==> src/tlbb_pkg.sv <==
// shared constants, types and helpers for the text line bounding box
package tlbb_pkg;

  localparam int unsigned MAX_DIM = 4096;
  localparam int unsigned CNT_W   = $clog2(MAX_DIM);
  localparam int unsigned DIM_W   = CNT_W + 1;
  localparam int unsigned RED_W   = 8;
  localparam int unsigned IDX_W   = 1;

  localparam logic [DIM_W-1:0] WIDTH_RST  = DIM_W'(640);
  localparam logic [DIM_W-1:0] HEIGHT_RST = DIM_W'(480);
  localparam logic [DIM_W-1:0] DIM_MAX    = DIM_W'(MAX_DIM);

  typedef enum logic [IDX_W-1:0] {
    REG_IMAGE_WIDTH  = 1'b0,
    REG_IMAGE_HEIGHT = 1'b1
  } reg_idx_e;

  typedef struct packed {
    logic [CNT_W-1:0] left_col;
    logic [CNT_W-1:0] right_col;
    logic [CNT_W-1:0] top_row;
    logic [CNT_W-1:0] bottom_row;
  } box_t;

  typedef struct packed {
    logic emit;
    box_t box;
  } track_res_t;

  // zero reads as one, anything past the maximum reads as the maximum
  function automatic logic [DIM_W-1:0] clamp_dim(input logic [DIM_W-1:0] v);
    logic [DIM_W-1:0] r;
    r = v;
    if (v == '0) begin
      r = DIM_W'(1);
    end else if (v > DIM_MAX) begin
      r = DIM_MAX;
    end
    return r;
  endfunction

endpackage

==> src/tlbb_track.sv <==
// raster position counters and running box update, one pixel per cycle while fire_i is high
module tlbb_track import tlbb_pkg::*; (
  input  logic             clk_i,
  input  logic             rst_ni,
  input  logic             fire_i,
  input  logic [RED_W-1:0] red_level_i,
  input  logic [DIM_W-1:0] width_i,
  input  logic [DIM_W-1:0] height_i,
  output track_res_t       res_o
);

  logic [CNT_W-1:0] col_q, col_d;
  logic [CNT_W-1:0] row_q, row_d;
  logic             open_q, open_d;
  logic             ink_q, ink_d;
  box_t             box_q, box_d;

  logic             is_ink;
  logic [DIM_W-1:0] w_eff, h_eff;
  logic             row_end, frame_end, emit;
  box_t             box_upd;
  logic             open_upd;

  always_comb begin
    is_ink    = (red_level_i == '0);
    w_eff     = clamp_dim(width_i);
    h_eff     = clamp_dim(height_i);
    row_end   = ({1'b0, col_q} + DIM_W'(1)) >= w_eff;
    frame_end = ({1'b0, row_q} + DIM_W'(1)) >= h_eff;

    box_upd  = box_q;
    open_upd = open_q;
    if (is_ink) begin
      if (!open_q) begin
        open_upd           = 1'b1;
        box_upd.left_col   = col_q;
        box_upd.right_col  = col_q;
        box_upd.top_row    = row_q;
        box_upd.bottom_row = row_q;
      end else begin
        if (col_q < box_q.left_col)   box_upd.left_col   = col_q;
        if (col_q > box_q.right_col)  box_upd.right_col  = col_q;
        if (row_q < box_q.top_row)    box_upd.top_row    = row_q;
        if (row_q > box_q.bottom_row) box_upd.bottom_row = row_q;
      end
    end

    // a blank row closes the open box
    emit = row_end && open_upd && !(ink_q || is_ink);

    col_d  = col_q;
    row_d  = row_q;
    ink_d  = ink_q || is_ink;
    open_d = open_upd;
    box_d  = box_upd;
    if (row_end) begin
      ink_d = 1'b0;
      col_d = '0;
      row_d = frame_end ? '0 : row_q + CNT_W'(1);
      // box left open at frame end is dropped
      if (emit || frame_end) begin
        open_d = 1'b0;
        box_d  = '0;
      end
    end else begin
      col_d = col_q + CNT_W'(1);
    end

    res_o.emit = fire_i && emit;
    res_o.box  = box_upd;
  end

  always_ff @(posedge clk_i or negedge rst_ni) begin
    if (!rst_ni) begin
      col_q  <= '0;
      row_q  <= '0;
      open_q <= 1'b0;
      ink_q  <= 1'b0;
      box_q  <= '0;
    end else if (fire_i) begin
      col_q  <= col_d;
      row_q  <= row_d;
      open_q <= open_d;
      ink_q  <= ink_d;
      box_q  <= box_d;
    end
  end

endmodule

==> config.mk <==
export PLATFORM = sky130hd
export DESIGN_NAME = tlbb_track
export DESIGN_NICKNAME = d
export VERILOG_FILES = /design/src/tlbb_pkg.sv /design/src/tlbb_track.sv
export SDC_FILE = /design/constraint.sdc
export NUM_CORES = 1
export LEC_CHECK = 0
export ABC_AREA = 1
export BUFFER_PORTS_ARGS = -buffer_cell sky130_fd_sc_hd__buf_2
export CAP_MARGIN = 30
export CORE_MARGIN = 1
export CORE_UTILIZATION = 25
export DETAILED_ROUTE_END_ITERATION = 10
export GPL_ROUTABILITY_DRIVEN = 0
export PLACE_DENSITY_LB_ADDON = 0.15
export SYNTH_ARGS = -nofsm -noshare
export SYNTH_HDL_FRONTEND = slang
export SYNTH_SLANG_ARGS = --single-unit
==> constraint.sdc <==
create_clock -name clk_i -period 3.5 [get_ports clk_i]
set_input_delay 0.35 -clock clk_i [delete_from_list [all_inputs] [get_ports clk_i]]
set_output_delay 0.35 -clock clk_i [all_outputs]
set_load 0.05 [all_outputs]
# == Word level (Yosys, flattened, before mapping) ==
# Cells that the tools add are included.
# word_totals
regBits,74
inputBits,37
out_inout_bits,49
# classes
n_addsub,4
n_lt_le_gt_ge,8
n_mux,18
n_reduce_logical,10
# op_table
cell,n
48-bit two-way mux,4
12-bit two-way mux,6
13-bit two-way mux,4
"12-bit by 1-bit adder with 13-bit output, second input constant",2
13-bit >= comparator,2
"13-bit greater-than comparator, second input constant",2
13-bit logical NOT,2
"12-bit by 1-bit adder with 12-bit output, second input constant",2
12-bit greater-than comparator,2
12-bit < comparator,2
8-bit logical NOT,1
1-bit two-way mux,4
1-bit logical AND,3
1-bit logical OR,2
2-bit AND reduction,1
1-bit logical NOT,1

# == Depth between registers and ports, before layout ==
# logic_depth
depth_word,9
ltp_mapped,18
ltp_nobuf,16

# == Worst setup path after synthesis ==
# Ideal clock, no wire load.
# synth_path
path_type,register -> output
from,reg col_q[1]
to,out res_o[48] (netlist name)
arrival_ns,2.753
required_time_ns,3.150
setup_slack_ns,0.397
path_stages_with_launch,15
path_buffers,0
path_cell_list,dfrtp_1 ha_1 nand3_1 nor3_2 nand3_1 xor2_1 ha_1 inv_1 nor2_1 nand3_1 o21ai_1 nand2_1 nand3_2 nand2_2 nor2_1
# synth_rtl
item,line,source
"start, declared",tlbb_track.sv:12,"logic [CNT_W-1:0] col_q, col_d;"
"start signal, assigned",tlbb_track.sv:81,col_q <= col_d;
"end, declared",tlbb_track.sv:9,output track_res_t res_o

# == Final worst setup path ==
# layout_path
from,reg row_q[1]
to,reg box_q[46] (netlist name)
# layout_via
elab_chain_len,5
# layout_lines
item,line,source
"start, declared",tlbb_track.sv:13,"logic [CNT_W-1:0] row_q, row_d;"
"start signal, assigned",tlbb_track.sv:82,row_q <= row_d;
12-bit by 1-bit adder with 13-bit output,tlbb_track.sv:29,"frame_end = ({1'b0, row_q} + DIM_W'(1)) >= h_eff;"
13-bit >= comparator,tlbb_track.sv:29,
1-bit logical OR,tlbb_track.sv:61,if (emit || frame_end) begin
48-bit two-way mux,tlbb_track.sv:61,
48-bit two-way mux,tlbb_track.sv:56,if (row_end) begin
"end signal, assigned",tlbb_track.sv:85,box_q <= box_d;
"end, declared",tlbb_track.sv:16,"box_t box_q, box_d;"
# No other way between the ends.
# A chain may end at the register's enable or synchronous reset.

==> out/results.env <==
LEVEL_COUNT_OF_THE_CLOCK_H_TREE=3
YOSYSSEQAREASHARE_PCT=30.8
TIGHTEST_SLEW_NS=0.770
POST_DRT_WL_PER_CELL_UM=13.9
GRT_FIRST_PASS_WIRELENGTH_MM=29.7
SETUP_SLACK_NS=0.260
SYNTH-COMPOUND-AREA-SHARE_PCT=4.97
NUM_VIAS=5659
DIE_X_UM=157
PROPORTION_OF_LAYOUT_CELLS_WITH_A_DRIVE_SUFFIX_ABOVE_1_PCT=13.7
FINAL_MAX_SLEW_VIOL_COUNT=0
FIRSTDRTPASSITERS=6
POST_SYNTH_FA_HA_MAJ_AREA_FRACTION_PCT=15.4
SYNTHESIS.AREA_UM2=6010
YOSYS.AREA_SHARE.XOR_XNOR_PCT=2.91
DETAILEDPLACE.WORSTSLACK_NS=0.136
YS_FF_LATCH=74
CLKSINKCOUNT=74
CP-END-KIND='register'
TIMING.FINAL.CRIT_PERIOD_NS=3.24
CORE_UM2=23500
WORST_EP_REQUIRED_TIME_NS=3.78
SYN_AVG_CELL_AREA_UM2=6.69
DRT_FIRST_ITER_VIOLATIONS=226
SWSHARE_PCT=45.3
HP-CLASS='in2async'
MAIN_COMBINATIONAL_CELL_FAMILY_BY_AREA_AFTER_SYNTHESIS='simple AND/OR/NAND/NOR gates'
POSTSYNTHNETCOUNT=1010
COUNT_OF_BUFFERS_INSERTED_AT_THE_TOP_LEVEL_PORTS=85
DRC_ERRORS=0
AREA.GROWTH.SYNTH_TO_FINAL_PCT=20.5
POWER_PER_CELL_AREA_nW_PER_UM2=607
YOSYS_WARNINGS=0
GRT_PASS1_VIAS=5499
CTS_MAX_PATH_BUFFERS=2
RELSLEWSLACK_PCT=48.6
TIMING.SETUP.CRITICAL_PATH_CLASS='reg2reg'
GRT_START_MAX_NET_PINS=57
CTS.REPORTEDPATHS.CLKPINSLEW_NS=0.06
SETUP.WORST_PATH.START_CLASS='register'
DETAILED_PLACE_HPWL_MM=13.6
MAX_CAP_VIOLATIONS=0
VIAS_PER_CELL=4.30
TIMING.CLOCK.SKEW_NS=0.00341
FIN_UTIL_PCT=30.8
ROUTED_WIRELENGTH_MM=18.4
IOPINCOUNT=86
LAYOUT.CELL_AREA.NON_FILLER_UM2=7250
INSERTED_DIODES=0
CLK_LATENCY_NS=0.34
POSTSYNTHCELLCOUNT=899
FP-ROW-COUNT=56
MAXIMUM_VDD_DROP_mV=0.245
WORSTPATHMAXFANOUT=24
ANTENNA_VIOLATIONS_BEFORE_REPAIR=0
OUTCOME='finished, final reports clean'
YOSYS.CELL_TYPES.COUNT=29
YOSYS.AREA_SHARE.SIMPLE_PCT=36.4
DIE_Y_UM=157
LEAKAGE_nW=4.08
DPL_CELL_AREA_UM2=6890
TRACK_USAGE_PCT=15.6
SHARE_CLK_OF_TOTAL_POWER_PCT=22.1
WORST-ENDPOINT-ARRIVAL_NS=3.52
SYNTH_MUX_AREA_SHARE_PCT=0
HOLD_VIOL_FINAL=0
POWER.SHARE.COMBINATIONAL_PCT=49.7
WORST_R2R_PATH_DEPTH=17
PERIOD_SHARE_PCT=92.6
FINALSETUPVIOLATIONS=0
MAXCLOCKFREQUENCY_GHz=0.309
CLOCKROOTBUFFER='sky130_fd_sc_hd__clkbuf_16'
CTS_INSERTED_BUFFERS=9
CELLINTERNALPOWER_mW=2.41
SEQ_POWER_SHARE_PCT=28.2
DETAIL-ROUTE-ANTENNA-NETS=0
FINAL_NET_COUNT=1103
GRT_OVERFLOW=0
P_SWITCHING_mW=1.99
CLOCK_TREE_FROM_TRITONCTS='built'
DIEAREA_UM2=24700
INITIAL_CORE_UTIL_PCT=25.5
==> final timing paths <==
kind                                        from                    end  slack (ns)
min                                       rst_ni  box_q[42]$_DFFE_PN0P_        0.06
min in group clk_i                        fire_i  col_q[10]$_DFFE_PN0P_        0.45
max reg2reg                 row_q[1]$_DFFE_PN0P_  box_q[46]$_DFFE_PN0P_        0.26
max in group asynchronous                 rst_ni  box_q[27]$_DFFE_PN0P_        2.67
min reg2reg                box_q[17]$_DFFE_PN0P_  box_q[17]$_DFFE_PN0P_        0.50
max                         row_q[1]$_DFFE_PN0P_  box_q[46]$_DFFE_PN0P_        0.26
==> cell families after synthesis <==
group / Yosys count
and+or+nand+nor: 534
buffers and inverters: 141
adders and majority gates: 74
AOI/OAI and AO/OA: 56
xor gates and xnor gates: 20
DFF: 74
==> layer usage <==
| layer | vias to the layer above | GRT usage [%] | wire [um] |
|---|---|---|---|
| li1 | 3022 | - | - |
| met1 | 2540 | 20.1 | 8660 |
| met2 | 83 | 27.0 | 8910 |
| met3 | 14 | 2.51 | 570 |
| met4 | 0 | 3.70 | 212 |
| met5 | - | 0 | 0 |
==> flip-flops by register name (all words and copies together) (netlist names) <==
| register | flops |
|---|---|
| box_q | 48 |
| col_q | 12 |
| ink_q | 1 |
| open_q | 1 |
| row_q | 12 |
==> power groups by stage <==
| stage | registers (mW) | logic [mW] | clock network (mW) |
|---|---|---|---|
| 6_report | 1.24 | 2.18 | 0.972 |
| 5_1_grt | 1.27 | 2.58 | 1.03 |
| 4_1_cts | 1.24 | 2.19 | 1.00 |
| 3_5_place_dp | 1.26 | 2.18 | 0 |
| 3_3_place_gp | 1.26 | 2.19 | 0 |
| 2_1_floorplan | 1.17 | 1.59 | 0 |
==> cell type report <==
cell class / count / area [um^2]
Inverter: 112 / 420
Clock buffer: 14 / 264
Tap cell: 319 / 399
Sequential cell: 74 / 1850
Timing Repair Buffer: 111 / 659
Fill cell: 2668 / 16300
Multi-Input combinational cell: 684 / 3620
Clock inverter: 2 / 35.0
==> worst max-delay path: stages, from the launching register on <==
cell,delay (ns)
sky130_fd_sc_hd__dfrtp_1,0.44
sky130_fd_sc_hd__ha_1,0.22
sky130_fd_sc_hd__nand2_1,0.06
sky130_fd_sc_hd__nor2_1,0.16
sky130_fd_sc_hd__nand3_1,0.14
sky130_fd_sc_hd__nor3_2,0.20
sky130_fd_sc_hd__nand3_1,0.14
sky130_fd_sc_hd__xor2_1,0.23
sky130_fd_sc_hd__ha_1,0.28
sky130_fd_sc_hd__a21oi_1,0.17
sky130_fd_sc_hd__nor2_1,0.07
sky130_fd_sc_hd__nor3_2,0.16
sky130_fd_sc_hd__nand4_1,0.11
sky130_fd_sc_hd__buf_4,0.18
sky130_fd_sc_hd__a21oi_4,0.22
sky130_fd_sc_hd__clkbuf_16,0.26
sky130_fd_sc_hd__nand2_1,0.07
sky130_fd_sc_hd__nand2_1,0.05
==> Yosys cell counts, drive strengths merged <==
| master | number | area share [%] |
|---|---|---|
| nand3 | 78 | 6.6 |
| nor3 | 8 | 0.92 |
| dfrtp | 74 | 31 |
| inv | 112 | 7.0 |
| clkbuf | 12 | 0.75 |
| o21ai | 26 | 2.2 |
| xor2 | 19 | 2.8 |
| nor4 | 8 | 0.83 |
| xnor2 | 1 | 0.15 |
| ha | 74 | 15 |
| o31ai | 1 | 0.12 |
| buf | 17 | 1.7 |
| a21oi | 24 | 2.1 |
| o21a | 1 | 0.12 |
| nor2 | 33 | 2.2 |
| nand2 | 396 | 25 |
| a21o | 3 | 0.37 |
| nand4 | 11 | 1.1 |
| o21bai | 1 | 0.12 |
==> stage by stage <==
stage	hold slack (ns)	TNS, ns	total power [mW]	cells
5_1_grt	0.127	-0.0206	4.88	1316
4_1_cts	0.110	0	4.44	1314
3_3_place_gp	0.475	0	3.45	1298
3_5_place_dp	0.486	0	3.44	1298
6_report	0.0617	0	4.40	1316
2_1_floorplan	0.0544	0	2.76	899
==> layout by cell type, fill, tap and decap left out, drive strengths merged <==
cell type	Yosys	final
nand4	11	11
a21o	3	3
dfrtp	74	74
a21oi	24	24
o31ai	1	1
clkinv	0	1
nor4	8	8
xor2	19	19
nand2	396	396
o21a	1	1
inv	112	112
clkbuf	12	15
nor3	8	8
buf	17	110
o21bai	1	1
nor2	33	33
o21ai	26	26
ha	74	74
xnor2	1	1
bufinv	0	1
nand3	78	78
==> timing repair <==
item | in CTS | in global routing
hold buffers | 0 | 0
setup endpoints to repair | 0 | 61
gates resized for setup | 0 | 7
setup buffers | 0 | 1
No activity file was read; power rests on OpenSTA's default activity.
